**config.mk**
```make
export PLATFORM = sky130hd
export DESIGN_NAME = prpa_ctrl
export DESIGN_NICKNAME = d
export VERILOG_FILES = /design/src/rtl/prpa_pkg.sv /design/src/rtl/prpa_ctrl.sv
export SDC_FILE = /design/constraint.sdc
export NUM_CORES = 1
export LEC_CHECK = 0
export BUFFER_PORTS_ARGS = -buffer_cell sky130_fd_sc_hd__clkbuf_2
export CAP_MARGIN = 20
export CORE_AREA = 2 2 39 41
export DETAILED_ROUTE_END_ITERATION = 10
export DIE_AREA = 0 0 41 43
export HOLD_SLACK_MARGIN = 0.05
export PLACE_DENSITY = 0.76
export SLEW_MARGIN = 30
export SYNTH_ARGS = -nofsm -noshare
export SYNTH_HDL_FRONTEND = slang
export SYNTH_SLANG_ARGS = --single-unit
```
**constraint.sdc**
```tcl
create_clock -name clk -period 2.1 [get_ports clk]
set_input_delay 0.105 -clock clk [delete_from_list [all_inputs] [get_ports clk]]
set_output_delay 0.105 -clock clk [all_outputs]
set_load 0.05 [all_outputs]
```
**src/rtl/prpa_pkg.sv**
```systemverilog
`default_nettype none
package prpa_pkg;

  localparam int MAX_REGIONS = 64;
  localparam int IDX_W = $clog2(MAX_REGIONS);
  localparam int CNT_W = $clog2(MAX_REGIONS + 1);
  localparam logic [CNT_W-1:0] MAX_CNT = CNT_W'(MAX_REGIONS);

  typedef enum logic [1:0] {
    OP_CREATE,
    OP_ALLOC,
    OP_ALLOC_AT,
    OP_FIND
  } op_t;

  typedef enum logic [2:0] {
    ST_OK,
    ST_BAD_ARG,
    ST_OVERLAP,
    ST_NO_SPACE,
    ST_TABLE_FULL
  } status_t;

  typedef struct packed {
    logic [1:0]  kind;
    logic [63:0] start_addr;
    logic [63:0] size_bytes;
    logic [3:0]  region_type;
  } req_t;

  typedef struct packed {
    logic [2:0]  status;
    logic        found;
    logic [63:0] result_addr;
    logic [63:0] result_size;
  } rsp_t;

  typedef struct packed {
    logic [51:0] start_page;
    logic [51:0] pages;
    logic [3:0]  kind;
  } entry_t;

  typedef enum logic [3:0] {
    S_IDLE,
    S_CHECK,
    S_SCAN_RD,
    S_SCAN_EV,
    S_DECIDE,
    S_COPY_RD,
    S_COPY_EV,
    S_PIECE,
    S_ORIG,
    S_FLUSH,
    S_DONE
  } state_t;

  typedef struct packed {
    logic load_req;
    logic set_bad;
    logic scan_start;
    logic rd_issue;
    logic scan_eval;
    logic ptr_next;
    logic decide;
    logic exact_write;
    logic copy_start;
    logic emit_mem;
    logic emit_piece;
    logic piece_next;
    logic spec_mark;
    logic flush;
  } cmd_t;

  typedef struct packed {
    logic bad_arg;
    logic ptr_lt_cnt;
    logic scan_stop;
    logic at_spec;
    logic spec_pending;
    logic piece_last;
    logic keep_orig;
    logic dec_copy;
    logic dec_exact;
  } sts_t;

endpackage
`default_nettype wire

```
**src/rtl/prpa_ctrl.sv**
```systemverilog
`default_nettype none
module prpa_ctrl (
  input  logic           clk,
  input  logic           rst,
  input  logic           start,
  input  prpa_pkg::sts_t sts,
  output prpa_pkg::cmd_t cmd,
  output logic           busy,
  output logic           done
);
  import prpa_pkg::*;

  state_t state, state_next;

  always_ff @(posedge clk) begin
    if (rst) begin
      state <= S_IDLE;
    end else begin
      state <= state_next;
    end
  end

  always_comb begin
    state_next = state;
    cmd = '0;
    busy = (state != S_IDLE);
    done = (state == S_DONE);
    case (state)
      S_IDLE: begin
        if (start) begin
          cmd.load_req = 1'b1;
          state_next = S_CHECK;
        end
      end
      S_CHECK: begin
        if (sts.bad_arg) begin
          cmd.set_bad = 1'b1;
          state_next = S_DONE;
        end else begin
          cmd.scan_start = 1'b1;
          state_next = S_SCAN_RD;
        end
      end
      S_SCAN_RD: begin
        if (sts.ptr_lt_cnt) begin
          cmd.rd_issue = 1'b1;
          state_next = S_SCAN_EV;
        end else begin
          state_next = S_DECIDE;
        end
      end
      S_SCAN_EV: begin
        cmd.scan_eval = 1'b1;
        if (sts.scan_stop) begin
          state_next = S_DECIDE;
        end else begin
          cmd.ptr_next = 1'b1;
          state_next = S_SCAN_RD;
        end
      end
      S_DECIDE: begin
        cmd.decide = 1'b1;
        if (sts.dec_exact) begin
          cmd.exact_write = 1'b1;
          state_next = S_DONE;
        end else if (sts.dec_copy) begin
          cmd.copy_start = 1'b1;
          state_next = S_COPY_RD;
        end else begin
          state_next = S_DONE;
        end
      end
      S_COPY_RD: begin
        if (sts.ptr_lt_cnt) begin
          cmd.rd_issue = 1'b1;
          state_next = S_COPY_EV;
        end else if (sts.spec_pending) begin
          state_next = S_PIECE;
        end else begin
          state_next = S_FLUSH;
        end
      end
      S_COPY_EV: begin
        if (sts.at_spec) begin
          state_next = S_PIECE;
        end else begin
          cmd.emit_mem = 1'b1;
          cmd.ptr_next = 1'b1;
          state_next = S_COPY_RD;
        end
      end
      S_PIECE: begin
        cmd.emit_piece = 1'b1;
        cmd.piece_next = 1'b1;
        if (sts.piece_last) begin
          cmd.spec_mark = 1'b1;
          if (sts.ptr_lt_cnt && sts.keep_orig) begin
            state_next = S_ORIG;
          end else if (sts.ptr_lt_cnt) begin
            cmd.ptr_next = 1'b1;
            state_next = S_COPY_RD;
          end else begin
            state_next = S_FLUSH;
          end
        end
      end
      S_ORIG: begin
        cmd.emit_mem = 1'b1;
        cmd.ptr_next = 1'b1;
        state_next = S_COPY_RD;
      end
      S_FLUSH: begin
        cmd.flush = 1'b1;
        state_next = S_DONE;
      end
      S_DONE: begin
        state_next = S_IDLE;
      end
      default: begin
        state_next = S_IDLE;
      end
    endcase
  end

endmodule
`default_nettype wire

```
==> results of run 1 <==
## report_power, final
group          internal (W)  switching [W]
sequential         0.000106       0.000107
combinational      0.000209       0.000419
clock             0.0000636      0.0000271
## how the worst max path moves through the flow
stage	depth (start not counted)	start	to	slack (ps)
CTS	5	state[1]	cmd[8]	150
finish	3	state[2]	cmd[5]	240
global route	3	state[2]	cmd[5]	110
global placement	5	state[1]	cmd[8]	500
floorplan	3	state[2]	cmd[11]	-150
detailed placement	5	state[1]	cmd[8]	400
## worst max-delay path, cell delays in order, from the launching register on
cell and delay (ps):
dfxtp_1 640, nor4b_2 410, and3b_1 200, clkbuf_2 270
## layer usage
metal  track usage  vias to the layer above  wire length (um)
met3        0.0157                        0               103
met4        0.0400                        0                 0
met2         0.247                       26               679
met5             0                        -                 0
met1         0.266                      299               603
li1              -                      329                 -
## layout by cell type, fill, tap and decap left out, types with 2 or more instances in the layout
cell      count
a21oi_1       6
nand2b_1      4
inv_1         3
and3_1        3
nand2_1       2
clkbuf_4      3
clkbuf_2     27
dfxtp_1       3
a31oi_1       3
nor2_1       10
nor3b_1       5
nor2b_1       3
o21ai_1       2
o21ai_0       2
nor3_1        2
## logic make-up after synthesis
logic type,Yosys count,synth area share
flops,4,0.151
buf+inv,10,0.104
simple gates,40,0.467
compound gates,22,0.278
## area by class of cell
| cell class | count | share of cell area |
|---|---|---|
| multi-input combinational | 62 | 0.582 |
| inverter | 3 | 0.0164 |
| timing repair buffer | 29 | 0.222 |
| tap | 16 | 0.0291 |
| clock buffer | 3 | 0.0327 |
| sequential | 4 | 0.118 |
## timing repair
action	in CTS	in global routing
hold buffers	1	0
endpoints found under the setup margin	0	1
gates resized for setup	0	1
endpoints found under the hold margin	1	0
## through the flow
step	area (um2)	hold slack, ps
2_1_floorplan	536	174
3_3_place_gp	654	289
3_5_place_dp	654	284
4_1_cts	687	214
5_1_grt	688	221
6_report	688	214
==> impl_metrics.py, run 1 <==
metrics = {
    "critical_path": {
        "start_kind": "flip-flop",
        "rrSetupSlack_ps": 470,
        "r2r_cells": 3,
        "critPathCaptureType": "primary output",
        "worstPathMaxFanout": 17,
        "cp.required_ps": 2000,
        "crit_type": "reg2out",
        "timing.rr.start": "state[2]",
        "arrival_ps": 1750,
        "reg2reg_to": "state[3]",
    },
    "sta": {
        "setup_violations": 0,
        "min_period_over_period": 0.885,
        "fin_crit_ps": 1860,
        "maxSlewViolCount": 0,
        "max_freq_mhz": 538,
        "tns_ps": 0,
        "layout_setup_ws_ps": 241,
        "finalHoldViolCount": 0,
        "rsz0062_at_grt": "no",
        "tightestPinTransition_ps": 531,
        "fin_worst_skew_ps": 0.694,
        "slew_headroom": 0.645,
    },
    "clock_tree": {
        "clock_latency_ps": 230,
        "cts.sinks": 4,
        "htreeDepth": 1,
        "cts_buffer_depth": 2,
        "clk_pin_slew_worst_paths_ps": 40,
        "cts_root_buf": "clkbuf_4",
        "cts_made_buffers": 3,
        "post-cts-setup-buffers": 0,
        "cts_tree": "done",
    },
    "synthesis": {
        "synthArstFlopShare": 0,
        "yosysMostFrequentCell": "nor2_1",
        "syn-cell-area_um2": 531,
        "synthTopCellsByArea": "dfxtp_1 (15%), nor2_1 (7.1%), nor3b_1 (7.1%)",
        "synth_common_cells": "nor2_1 (10), a21oi_1 (6), buf_2 (5), nor3b_1 (5)",
        "synth_edf_count": 0,
        "ys_types": 35,
        "synth-seq-cells": 4,
        "synth.top_cell.area_share": 0.151,
        "yosysSeqAreaShare": 0.151,
        "avgSynthCellArea_um2": 6.98,
        "synth_nets": 88,
        "synth_area_leader_cell": "dfxtp_1",
        "synth-main-ff-cell": "dfxtp_1",
        "yosysWarningCount": 0,
        "syn_inst": 76,
    },
    "placed_design": {
        "pre_cts_ws_ps": 399,
        "dp_cells": 113,
        "dp_hpwl_mm": 1.05,
        "io_buffers": 27,
        "place.gp.congestion": 0.815,
    },
    "global_route": {
        "grt_pass1_wl_mm": 2.17,
        "grt_pass1_vias": 507,
        "grt_overflow": 0,
        "grt_max_degree": 19,
        "antenna_found_initial": 0,
        "track_usage": 0.172,
    },
    "cells_and_area": {
        "multiInputGateArea_um2": 400,
        "num-fill-cells": 148,
        "largest_reg_flops": 4,
        "area_growth_pct": 29.7,
        "largestRegisters": "state x4",
        "drive_gt1_frac": 0.356,
        "regMostFlops": "state",
        "n_antenna_cell": 0,
        "fin_cells": 117,
        "register_area_um2": 81.3,
        "final_nets": 115,
        "post-route-util": 0.497,
    },
    "routing": {
        "routed_wl_mm": 1.39,
        "drt-initial-drc-count": 20,
        "avgViaCountPerCell": 5.59,
        "ant_nets": 0,
        "num_vias": 654,
        "wl_per_cell_um": 11.8,
        "drtPass1Iterations": 4,
        "drc": 0,
    },
    "die": {
        "core_um2": 1380,
        "num_io_pins": 28,
        "die_area_um2": 1760,
        "fp.dieH_um": 43,
        "rows": 14,
        "start_util": 0.383,
        "die_w_um": 41,
    },
    "min_path": {
        "hold_path_end": "state[1]",
        "hold_start": "sts[3]",
        "worstHoldPathType": "in2reg",
        "holdPathStages": 3,
    },
    "pwr": {
        "cellPowerDensity_nw_per_um2": 1350,
        "leakagePower_nw": 0.318,
        "finalPower_w": 0.000932,
        "ir_drop_uv": 537,
    },
    "job": {
        "cap_violations": 0,
    },
    "run_status": {
        "run_status": "complete, no violations",
    },
}
No activity file was read; power rests on OpenSTA's default activity.
==> run 2: changes to the inputs <==
- ABC_AREA: unset -> 1
- PLACE_DENSITY: 0.76 -> 0.75
==> impl_metrics.py, run 2 <==
metrics = {
    "routing": {
        "drt-initial-drc-count": 15,
        "routed_wl_mm": 1.31,
        "drtPass1Iterations": 4,
        "drc": 0,
        "avgViaCountPerCell": 4.78,
        "wl_per_cell_um": 9.10,
        "num_vias": 688,
        "ant_nets": 0,
    },
    "synthesis": {
        "synth_xor_area_frac": 0,
        "synth_area_leader_cell": "nand2_1",
        "synthAdderAreaFrac": 0,
        "synthSimpleGateAreaFrac": 0.613,
        "ys_types": 19,
        "yosysSeqAreaShare": 0.155,
        "synth_mux_area_frac": 0,
        "synth_compound_area_frac": 0.0726,
        "synth_top_family_by_area": "simple AND/OR/NAND/NOR gates",
        "synth-seq-cells": 4,
        "synthTopCellsByArea": "nand2_1 (19%), dfxtp_1 (15%), nor2_1 (11%)",
        "syn-cell-area_um2": 517,
        "avgSynthCellArea_um2": 5.22,
        "synth_common_cells": "nand2_1 (26), nor2_1 (15), inv_1 (14)",
        "yosysWarningCount": 0,
        "synth.top_cell.area_share": 0.189,
        "syn_inst": 99,
        "synth-main-ff-cell": "dfxtp_1",
        "synth_nets": 111,
        "yosysMostFrequentCell": "nand2_1",
        "synthArstFlopShare": 0,
        "synth_edf_count": 0,
    },
    "sta": {
        "fin_worst_skew_ps": 0.354,
        "tns_ps": 0,
        "min_period_over_period": 0.825,
        "slew_headroom": 0.800,
        "rsz0062_at_grt": "no",
        "timing.hold.ws_ps": 86.7,
        "max_freq_mhz": 578,
        "maxSlewViolCount": 0,
        "setup_violations": 0,
        "tightestPinTransition_ps": 300,
        "finalHoldViolCount": 0,
        "fin_crit_ps": 1730,
    },
    "pwr": {
        "finalPower_w": 0.000829,
        "ir_drop_uv": 742,
        "cellPowerDensity_nw_per_um2": 1200,
        "leakagePower_nw": 0.441,
    },
    "critical_path": {
        "start_kind": "flip-flop",
        "r2r_cells": 9,
        "worstPathMaxFanout": 4,
        "critPathCaptureType": "primary output",
        "rrSetupSlack_ps": 840,
        "timing.rr.start": "state[3]",
        "crit_type": "reg2out",
        "arrival_ps": 1630,
        "cp.required_ps": 2000,
        "reg2reg_to": "state[1]",
    },
    "die": {
        "die_w_um": 41,
        "die_area_um2": 1760,
        "core_um2": 1380,
        "num_io_pins": 28,
        "rows": 14,
        "start_util": 0.373,
        "fp.dieH_um": 43,
    },
    "cells_and_area": {
        "fin_cells": 144,
        "num-fill-cells": 148,
        "layout_common_cells": "clkbuf_2 (27), nand2_1 (26), nor2_1 (15)",
        "final_nets": 142,
        "drive_gt1_frac": 0.375,
        "regMostFlops": "state",
        "final_common_cell": "clkbuf_2",
        "post-route-util": 0.500,
        "largest_reg_flops": 4,
        "n_antenna_cell": 0,
        "largestRegisters": "state x4",
        "area_growth_pct": 33.9,
    },
    "global_route": {
        "use_met2": 0.253,
        "grt_util_met3": 0.0524,
        "use_met1": 0.192,
        "track_usage": 0.159,
        "grt_pass1_vias": 542,
        "busiest_layer": "met2",
        "antenna_found_initial": 0,
        "grt_overflow": 0,
        "grt_max_degree": 8,
        "grt_pass1_wl_mm": 1.95,
    },
    "clock_tree": {
        "cts_tree": "done",
        "clock_latency_ps": 230,
        "post-cts-setup-buffers": 0,
        "cts_made_buffers": 3,
        "cts_root_buf": "clkbuf_4",
        "cts.sinks": 4,
        "hold_buffers": 0,
        "cts_buffer_depth": 2,
        "htreeDepth": 1,
        "clk_pin_slew_worst_paths_ps": 40,
        "cts_resized": 0,
    },
    "placed_design": {
        "dp_cells": 141,
        "dp_hpwl_mm": 1.17,
        "place.gp.congestion": 0.937,
        "io_buffers": 27,
    },
    "run_status": {
        "run_status": "complete, no violations",
    },
    "min_path": {
        "hold_path_end": "state[0]",
        "hold_start": "rst",
        "worstHoldPathType": "in2reg",
        "holdPathStages": 2,
    },
    "job": {
        "cap_violations": 0,
    },
}
run 2: critical path, cell delays in order (launching register included):
cell and delay, ps:
dfxtp_1 430, inv_2 70, nor2_2 160, nand2_1 100, or2_1 240, o2111ai_1 90
clkbuf_2 300
run 2: per-stage QoR:
step                      worst slack [ps]  cell area [um2]
after floorplan                        173              522
after global placement                 648              669
after detailed placement               611              669
after CTS                              361              692
after global routing                   234              692
final                                  369              692
run 2: kinds of logic (layout without fill, tap and decap cells):
logic type,count (synthesis),in the layout
compound gates,6,6
buf+inv,21,50
flops,4,4
simple gates,68,68
run 2: layout make-up:
| cell class | count | area (um2) | area share |
|---|---|---|---|
| clock buffer | 3 | 22.5 | 0.0325 |
| inverter | 20 | 75.1 | 0.108 |
| sequential | 4 | 80.1 | 0.116 |
| timing repair buffer | 27 | 135 | 0.195 |
| multi-input combinational | 74 | 359 | 0.519 |
| tap | 16 | 20.0 | 0.0289 |
run 2: how the worst max path moves through the flow:
stage	startpoint	to	slack, ps	cells after the start
detailed placement	state[2]	cmd[8]	610	6
CTS	state[2]	cmd[8]	360	6
global placement	state[1]	cmd[8]	650	6
floorplan	state[1]	cmd[1]	170	4
global route	state[1]	cmd[8]	230	6
finish	state[1]	cmd[8]	370	6
run 2: report_power, final:
| group | internal, W | total, W | leakage [nW] | switching [W] |
|---|---|---|---|---|
| clock | 0.0000637 | 0.0000917 | 0.0138 | 0.0000280 |
| combinational | 0.000149 | 0.000595 | 0.394 | 0.000446 |
| sequential | 0.000101 | 0.000143 | 0.0327 | 0.0000421 |
run 2: routing by layer:
metal	wire length, um	up-vias	share of wire
met5	0	-	0
met4	0	0	0
met3	93	0	0.071
met2	647	30	0.49
met1	570	300	0.43
li1	-	358	-
==> run 3: changes to the inputs <==
- ABC_AREA: 1 -> 0
- CORE_AREA: 2 2 39 41 -> unset
- CORE_MARGIN: unset -> 2
- CORE_UTILIZATION: unset -> 39
- DIE_AREA: 0 0 41 43 -> unset
- PLACE_DENSITY: 0.75 -> 0.78
- clock period: 2.1 -> 1.43 ns (I/O delays scaled with it)
==> impl_metrics.py, run 3 (synthesis results as in run 1) <==
metrics = {
    "die": {
        "start_util": 0.413,
        "die_w_um": 40.9,
        "core_um2": 1280,
        "fp.dieH_um": 40.9,
        "rows": 13,
        "die_area_um2": 1670,
        "num_io_pins": 28,
    },
    "global_route": {
        "grt_pass1_wl_mm": 3.08,
        "grt_pass1_vias": 737,
        "track_usage": 0.280,
        "grt_overflow": 0,
        "grt_max_degree": 13,
        "antenna_found_initial": 0,
    },
    "pwr": {
        "clockPowerShare": 0.069,
        "power_frac_comb": 0.824,
        "p_int_w": 0.00111,
        "seqPwrFrac": 0.107,
        "finalPower_w": 0.00224,
        "p_switching_w": 0.00113,
        "leakagePower_nw": 0.501,
        "switching_share": 0.504,
        "ir_drop_uv": 1110,
        "cellPowerDensity_nw_per_um2": 1960,
    },
    "cells_and_area": {
        "num-fill-cells": 62,
        "final_nets": 137,
        "largest_reg_flops": 4,
        "layout_common_cells": "buf_4 (19), clkbuf_2 (11), nor2_1 (7)",
        "fin_cells": 138,
        "area_growth_pct": 116,
        "largestRegisters": "state x4",
        "drive_gt1_frac": 0.642,
        "fin_area_um2": 1140,
        "regMostFlops": "state",
        "final_common_cell": "buf_4",
        "n_antenna_cell": 0,
    },
    "sta": {
        "layout_setup_ws_ps": -117,
        "rsz0062_at_grt": "yes",
        "max_freq_mhz": 647,
        "min_period_over_period": 1.08,
        "tightestPinTransition_ps": 412,
        "setup_violations": 13,
        "fin_worst_skew_ps": 1.74,
        "fin_crit_ps": 1550,
        "maxSlewViolCount": 0,
        "tns_ps": -626,
        "finalHoldViolCount": 0,
        "slew_headroom": 0.723,
    },
    "job": {
        "cap_violations": 0,
    },
    "critical_path": {
        "critPathCaptureType": "primary output",
        "cp.required_ps": 1360,
        "arrival_ps": 1480,
        "worstPathMaxFanout": 8,
        "crit_type": "reg2out",
        "start_kind": "flip-flop",
    },
    "placed_design": {
        "dp_cells": 125,
        "io_buffers": 27,
        "place.gp.congestion": 0.850,
        "pre_cts_ws_ps": -23.4,
        "post_dp_cell_area_um2": 827,
        "dp_hpwl_mm": 1.32,
    },
    "clock_tree": {
        "htreeDepth": 1,
        "clk_pin_slew_worst_paths_ps": 40,
        "cts_root_buf": "clkbuf_4",
        "clock_latency_ps": 250,
        "cts.sinks": 4,
        "cts_made_buffers": 3,
        "cts_buffer_depth": 2,
        "cts_tree": "done",
    },
    "routing": {
        "routed_wl_mm": 2.45,
        "ant_nets": 0,
        "drtPass1Iterations": 4,
        "drc": 0,
        "num_vias": 824,
        "avgViaCountPerCell": 5.97,
        "wl_per_cell_um": 17.7,
        "drt-initial-drc-count": 22,
    },
    "min_path": {
        "worstHoldPathType": "in2reg",
    },
    "run_status": {
        "run_status": "complete, but fails checks",
        "violations": "negative setup slack",
    },
}
## run 3: cell types whose count changed in the layout (fill, tap and decap cells not counted), moves of 6 or more
| cell | delta |
|---|---|
| nand2_1 | -25 |
| buf_4 | +19 |
| clkbuf_2 | -16 |
| inv_1 | -11 |
| nand3_1 | -11 |
| nor2_1 | -8 |
| buf_8 | +6 |
## run 3: worst max-delay path, stage by stage, from the launching register on
cell	delay, ps
dfxtp_4	360
buf_12	140
nand3b_1	180
nor2_1	110
nor2_1	90
nor2_2	160
buf_8	170
## run 3: path summary, 6_finish.rpt
kind                  from        to  slack [ps]  depth (start not counted)
setup / recovery  state[3]    cmd[4]        -120                          6
hold / removal      sts[4]  state[3]         170                          3
setup reg to reg  state[3]  state[3]         -70                          4
hold reg to reg   state[3]  state[0]         610                          2
## run 3: timing repair
| item | 4_1_cts | 5_1_grt |
|---|---|---|
| hold endpoints to repair | 1 | 0 |
| pin swaps | 2 | 1 |
| endpoints found under the setup margin | 18 | 18 |
| hold buffers | 1 | 0 |
| buffers inserted | 7 | 2 |
| gates resized for setup | 38 | 20 |
## run 3: per-layer routing
metal,up-vias,part of all wire,global-route usage
met5,-,0,0
met4,0,0.038,0.208
met3,13,0.066,0.0326
met2,49,0.50,0.469
met1,390,0.39,0.320
li1,372,-,-
## run 3: power groups by stage
stage / sequential (W) / clock [W] / combinational (W)
floorplan: 0.000179 / 0 / 0.000969
global placement: 0.000227 / 0 / 0.00129
detailed placement: 0.000227 / 0 / 0.00131
CTS: 0.000234 / 0.000143 / 0.00164
global route: 0.000244 / 0.000164 / 0.00194
finish: 0.000240 / 0.000155 / 0.00185
## run 3: layout make-up
| cell class | instances | area, um2 | share of cell area |
|---|---|---|---|
| Clock buffer | 3 | 22.5 | 0.0197 |
| Inverter | 3 | 11.3 | 0.00985 |
| Multi-Input combinational cell | 62 | 513 | 0.449 |
| Sequential cell | 4 | 92.6 | 0.0810 |
| Tap cell | 15 | 18.8 | 0.0164 |
| Timing Repair Buffer | 51 | 485 | 0.425 |
## run 3: metrics by stage
step | hold WS (ps) | util
after floorplan | 141 | -
after global placement | 249 | 0.644
after detailed placement | 254 | 0.644
after CTS | 156 | 0.833
after global routing | 168 | 0.890
final | 167 | 0.890
